===== src/sv/dcc_pkg.sv =====
`default_nettype none
package dcc_pkg;
    localparam int VERTEX_W         = 6;
    localparam int LABEL_W          = 6;
    localparam int COUNT_W          = 7;
    localparam int EDGE_W           = 12;
    localparam int MAX_VERTICES_DEF = 64;
    localparam int HW_VERTEX_CAP    = 64;

    localparam logic [1:0] MODE_INSERT = 2'd0;
    localparam logic [1:0] MODE_REMOVE = 2'd1;
    localparam logic [1:0] MODE_QUERY  = 2'd2;
    localparam logic [1:0] MODE_UNUSED = 2'd3;

    localparam logic [1:0] STATUS_DONE      = 2'd0;
    localparam logic [1:0] STATUS_NO_CHANGE = 2'd1;
    localparam logic [1:0] STATUS_RANGE     = 2'd2;

    localparam logic REG_VERTEX_COUNT = 1'b0;

    typedef struct packed {
        logic rd_en;
        logic wr_en;
        logic clear;
    } dcc_mem_ctrl_t;
endpackage
`default_nettype wire


===== src/sv/dcc_adj_mem.sv =====
`default_nettype none
module dcc_adj_mem #(
    parameter int DEPTH = dcc_pkg::MAX_VERTICES_DEF,
    localparam int AW = $clog2(DEPTH)
) (
    input  wire                        aclk,
    input  wire                        aresetn,
    input  dcc_pkg::dcc_mem_ctrl_t     ctrl,
    input  wire  [AW-1:0]              rd_addr,
    input  wire  [AW-1:0]              wr_addr,
    input  wire  [DEPTH-1:0]           wr_data,
    output logic [DEPTH-1:0]           rd_data
);
    logic [DEPTH-1:0] mem [DEPTH];
    logic [DEPTH-1:0] row_valid_reg;
    logic [DEPTH-1:0] rd_data_reg;
    logic             rd_valid_reg;

    always_ff @(posedge aclk) begin
        if (ctrl.wr_en) begin
            mem[wr_addr] <= wr_data;
        end
        if (ctrl.rd_en) begin
            rd_data_reg <= mem[rd_addr];
        end
    end

    // An unwritten row reads as empty.
    always_ff @(posedge aclk) begin
        if (!aresetn || ctrl.clear) begin
            row_valid_reg <= '0;
            rd_valid_reg  <= 1'b0;
        end else begin
            if (ctrl.wr_en) begin
                row_valid_reg[wr_addr] <= 1'b1;
            end
            if (ctrl.rd_en) begin
                rd_valid_reg <= row_valid_reg[rd_addr];
            end
        end
    end

    assign rd_data = rd_valid_reg ? rd_data_reg : '0;
endmodule
`default_nettype wire


===== config.mk =====
export PLATFORM = sky130hd
export DESIGN_NAME = dcc_adj_mem
export DESIGN_NICKNAME = d
export VERILOG_FILES = /design/src/sv/dcc_pkg.sv /design/src/sv/dcc_adj_mem.sv
export SDC_FILE = /design/constraint.sdc
export NUM_CORES = 2
export LEC_CHECK = 0
export CORE_MARGIN = 2
export CORE_UTILIZATION = 40
export DETAILED_ROUTE_END_ITERATION = 7
export DONT_BUFFER_PORTS = 1
export PLACE_DENSITY_LB_ADDON = 0.2
export SYNTH_ARGS = -nofsm -noshare
export SYNTH_HDL_FRONTEND = slang
export SYNTH_SLANG_ARGS = --single-unit

===== constraint.sdc =====
create_clock -name aclk -period 7.85 [get_ports aclk]
set_input_delay 0.3925 -clock aclk [delete_from_list [all_inputs] [get_ports aclk]]
set_output_delay 0.3925 -clock aclk [all_outputs]
set_load 0.1 [all_outputs]

* Word-level counts from Yosys, hierarchy flattened
Memory sizes are Yosys's and may differ from the RTL's. A register that Yosys moved wholly into a read port is not among the register bits.
Cells that the tools add are included.
** Word-level totals
- Logic and storage cells :: 17
- RAM bits :: 4096
- Input bits :: 81
- Memories :: 1
- Output and inout port bits :: 64
- Memory bits (read-only) :: 0
- Latch bits :: 0
- Register bits :: 65
** Cells by class
- Equality and inequality tests :: 0
- Muxes and demuxes :: 7
- Reduce and logical (&&, ||, !) cells :: 3
- $add $sub $neg :: 0
- Bitwise gates (word level) :: 1
- Order comparisons :: 3
- Multipliers :: 0
- Div/mod/pow operators :: 0
- Shifts and indexed selects :: 0
** Memory list
- mem :: words 64, bits a word 64, read ports 1, clocked after Yosys merged registers in 1, wr ports 1, RTL line dcc_adj_mem.sv:14 : logic [DEPTH-1:0] mem [DEPTH];
** Operators with widths (count)
- 2-to-1 mux 64 bit :: 1
- bitwise OR 64 bit :: 1
- < comparator 6 x 7 -> 1 bit, second input constant :: 2
- binary-select mux 1 bit (select 6 bit) :: 1
- demux 1 bit (select 6 bit) :: 1
- >= comparator 6 x 1 -> 1 bit, second input constant :: 1
- 2-to-1 mux 1 bit :: 4
- logical AND 1 bit :: 1
- logical NOT 1 bit :: 1
- logical OR 1 bit :: 1

* Logic depth before layout (Yosys ltp)
- Depth in word-level cells :: 5
- Gate-level depth with buffers :: 10
- Depth with buffers taken out :: 5

* Least setup slack after synthesis
OpenSTA, ideal clock, no wires.
- Path type :: input port to flip-flop
- Start point :: input port ctrl[1] (netlist name)
- End point :: memory mem[40][0] (netlist name), enable pin
- Buffers on the path :: 0
- Arrival time :: 5272 ps
- Setup slack :: 2011 ps
- Stages on the path :: 3
- Setup time :: 567 ps
- Cell sequence :: nor2b_1 > nand3_1 > nor3_1
** On the way
- Longest elaborated chain between the ends :: 2
** RTL lines
- from (decl) :: RTL line dcc_adj_mem.sv:8 : input dcc_pkg::dcc_mem_ctrl_t ctrl,
- 2-to-1 mux 1 bit :: RTL line dcc_adj_mem.sv:20 : if (ctrl.wr_en) begin
- 2-to-1 mux 1 bit (implied by the code) :: RTL line dcc_adj_mem.sv:21 : mem[wr_addr] <= wr_data;
- to (decl) :: RTL line dcc_adj_mem.sv:14
No other way between the ends.

* Final worst setup path
- Start point :: register rd_valid_reg
- End point :: output port rd_data[58]
** On the way
- Longest elaborated chain between the ends :: 1
** RTL lines
- from (decl) :: RTL line dcc_adj_mem.sv:17 : logic rd_valid_reg;
- from (signal assigned) :: RTL line dcc_adj_mem.sv:38 : rd_valid_reg <= row_valid_reg[rd_addr];
- 2-to-1 mux 64 bit :: RTL line dcc_adj_mem.sv:43 : assign rd_data = rd_valid_reg ? rd_data_reg : '0;
- to (decl) :: RTL line dcc_adj_mem.sv:12 : output logic [DEPTH-1:0] rd_data
No other way between the ends.

==> summary.txt <==
Global route
  • Initial antenna violation count: 18
  • Grt met3 use: slightly below 3%
  • Vias in the first global route: between 70000 and 80000
  • Routing usage on met2: between 30% and 40%
  • Remaining global-route overflow: 0
  • Global-route wire length before repair: approximately 620 mm
  • Top Usage Layer GRT: met2
  • Total track usage: between 20% and 30%
  • Pin count of the biggest net entering global routing: approximately 260
  • Met1 usage: 31.8%

Power
  • Sw frac: a little over 20%
  • Pint: 37.3 mW
  • Static Leak: 55.9 nW
  • Clock share of power: between 40 and 50%
  • Maximum vdd ir drop: around 0.21 mV
  • Comb pwr share: 4.4%
  • PD cells: around 260 mW/mm2
  • Sequential share of power: between 50 and 60%
  • Switch Pwr: 9.79 mW

Die
  • Die Span Y: 636 um
  • Initial Utilization: between 40% and 50%
  • Die width: 636 um
  • Die area: between 0.4 and 0.5 mm2
  • Boundary Pins: ~150
  • Core area: ~0.40 mm2
  • FP Rows: 232

Critical path
  • CP Cell Sequence: buf_4 > and2_1
  • Startpoint Class: register
  • CP arrival: 3.52 ns
  • Crit end category: primary output
  • WS Path Type: register to primary output
  • Crit-path max cell delay: 1.00 ns
  • Max FO, Critical Path: approximately 40
  • Crit path max-delay cell type: and2_1
  • Critical Path RT: between 7 and 8 ns

Drt
  • Post-Route WL: approximately 460 mm
  • DR vias/cell: 5.97
  • Antenna Nets Post-Route: 0
  • TritonRoute pass-1 iters: 5
  • Avg WL per Cell: approximately 37 um
  • # DRC: 0
  • DR iter-0 viols: between 9000 and 10000
  • Vias: between 70000 and 80000

Hold path
  • Worst min path class: primary input to register

Place
  • Detailed placement HPWL: about 210 mm
  • Port bufs: 0
  • Gpl congestion: roughly 0.74

Status
  • Status: finished with violations
  • Failing checks: slew limit

Layout
  • Max reg flops: approximately 4100
  • Final core occ: between 40% and 50%
  • Final net count: 6659
  • Layout area overhead: 14.6%
  • Layout cells sized above 1: between 30 and 40%
  • Filler cells: 32500

Clock network
  • CTS max path bufs: 4
  • Cts repair resizes: 0
  • Clock slew at reported path FFs: approximately 0.060 ns
  • CTS tree: done
  • Worst skew pair latency: 0.97 ns
  • Htree depth: 5
  • CTS Root Cell: clkbuf_16
  • TritonCTS Buffers: roughly 430
  • Clk sinks: approximately 4200

Logic synthesis
  • Yosys Warn Count: 0
  • Synth area leaders: edfxtp_1, mux4_2, dfxtp_1, clkbuf_1, o21a_1
  • Most common cell in the synthesized netlist: edfxtp_1
  • Number of enable flip-flop cells after synthesis: roughly 4200
  • Area leader, netlist: edfxtp_1
  • Synth cell count leaders: edfxtp_1, mux4_2, clkbuf_1
  • Post-Syn Instances: between 6000 and 7000
  • Post-synthesis sequential area ratio: roughly four fifths
  • Yosys reg bits: 4225
  • Syn Area/Cell: around 26 um2
  • Mapped Nets: approximately 6300
  • Synth async-reset ratio: 0%
  • Yosys top cell area share: about four fifths
  • Synth unique cells: 31
  • Most used flip-flop cell after synthesis: edfxtp_1
  • Post-Syn Area: approximately 0.16 mm2

STA
  • Post-route setup TNS: 0 ns
  • Slew headroom: -2.27%
  • Worst-Margin Slew: roughly 1.5 ns
  • # setup viols final: 0
  • Worst clock skew: between 0.03 and 0.04 ns
  • RSZ-0062 raised after global routing: no
  • Fin crit period: 3.91 ns
  • Fin. Hold Viols: 0
  • Max-slew violations: 19
  • Maximum clock rate: 256 MHz
  • Ratio of final minimum period to clock period: about half

Flow run
  • Max Cap Violations: 0
through the flow:
step	total power [mW]	hold WS [ns]	instances	setup WS (ns)	instance area [um2]
CTS	47.4	0.00648	12200	3.69	183000
detailed placement	27.1	0.451	11300	3.87	167000
floorplan	26.7	0.433	6170	2.01	160000
global route	48.4	0.0492	12200	3.76	183000
global placement	27.1	0.441	11300	3.90	167000
finish	47.1	0.0920	12200	3.94	183000
cell usage in the layout (no fill, tap or decap), drive strengths merged:
cell type    synthesis  routed
edfxtp            4160    4160
mux4              1356    1356
clkbuf             183     532
buf                143     228
clkinv               0     196
dlygate4sd3          0      76
dfxtp               65      65
and2                64      64
o21a                64      64
nor2                64      64
bufinv               0      38
inv                  1      16
diode                0      14
clkinvlp             0      13
nor2b               13      13
nand2               10      10
nand3                9       9
nand2b               5       5
nor3                 5       5
mux2i                4       4
nand4                3       3
nand3b               2       2
a21oi                2       2
a211oi               2       2
mux2                 2       2
o22ai                2       2
o31ai                2       2
a22oi                2       2
a31oi                2       2
nor4                 2       2
or3                  1       1
a311oi               1       1
a22o                 1       1
what timing repair did:
action,CTS,global route
hold buffers,143,0
buffers inserted,0,0
endpoints found under the hold margin,4242,0
worst max-delay path, delay by kind of cell (launching register included):
family,cells,cell delay (ns)
DFF,1,0.81
and+or+nand+nor,1,1.00
buffers and inverters,1,0.58
area by class of cell:
class,instances,area (um2),share of cell area [%]
sequential,4225,126000,69.0
multi-input combinational,1618,32600,17.8
clock buffer,532,11200,6.14
tap,5265,6590,3.60
timing repair buffer,304,3970,2.17
clock inverter,262,2390,1.30
antenna,14,35.0,0.0191
inverter,1,3.75,0.00205
routing by layer:
layer,routed length [um],up-vias
met4,10600,2
li1,-,28000
met5,11,-
met3,30000,631
met1,189000,41300
met2,225000,3074
worst paths after layout:
path / startpoint / to / slack [ns] / cells past startpoint
min reg2reg: row_valid_reg[22] / row_valid_reg[22] / 0.46 / 1
max reg2reg: mem[7][55] / rd_data_reg[55] / 5.09 / 4
min: wr_addr[2] / mem[40][6] / 0.09 / 2
max: rd_valid_reg / rd_data[58] / 3.94 / 2
cell families (layout without fill, tap and decap cells):
| family | count (synthesis) | after routing | synth area share, % |
|---|---|---|---|
| flip-flops | 4225 | 4225 | 79.1 |
| AO/OA/AOI/OAI | 78 | 78 | 0.362 |
| buffers and inverters | 327 | 1099 | 0.840 |
| AND/OR/NAND/NOR | 178 | 178 | 0.572 |
| other | 0 | 14 | 0 |
| multiplexers | 1362 | 1362 | 19.2 |
power groups by stage:
stage | logic (mW) | clock network [mW] | registers, mW
2_1_floorplan | 1.25 | 0 | 25.5
6_report | 2.05 | 20.0 | 25.0
3_3_place_gp | 1.58 | 0 | 25.5
3_5_place_dp | 1.59 | 0 | 25.5
5_1_grt | 2.16 | 21.2 | 25.0
4_1_cts | 2.07 | 20.3 | 25.1
(Power assumes the default switching activity.)
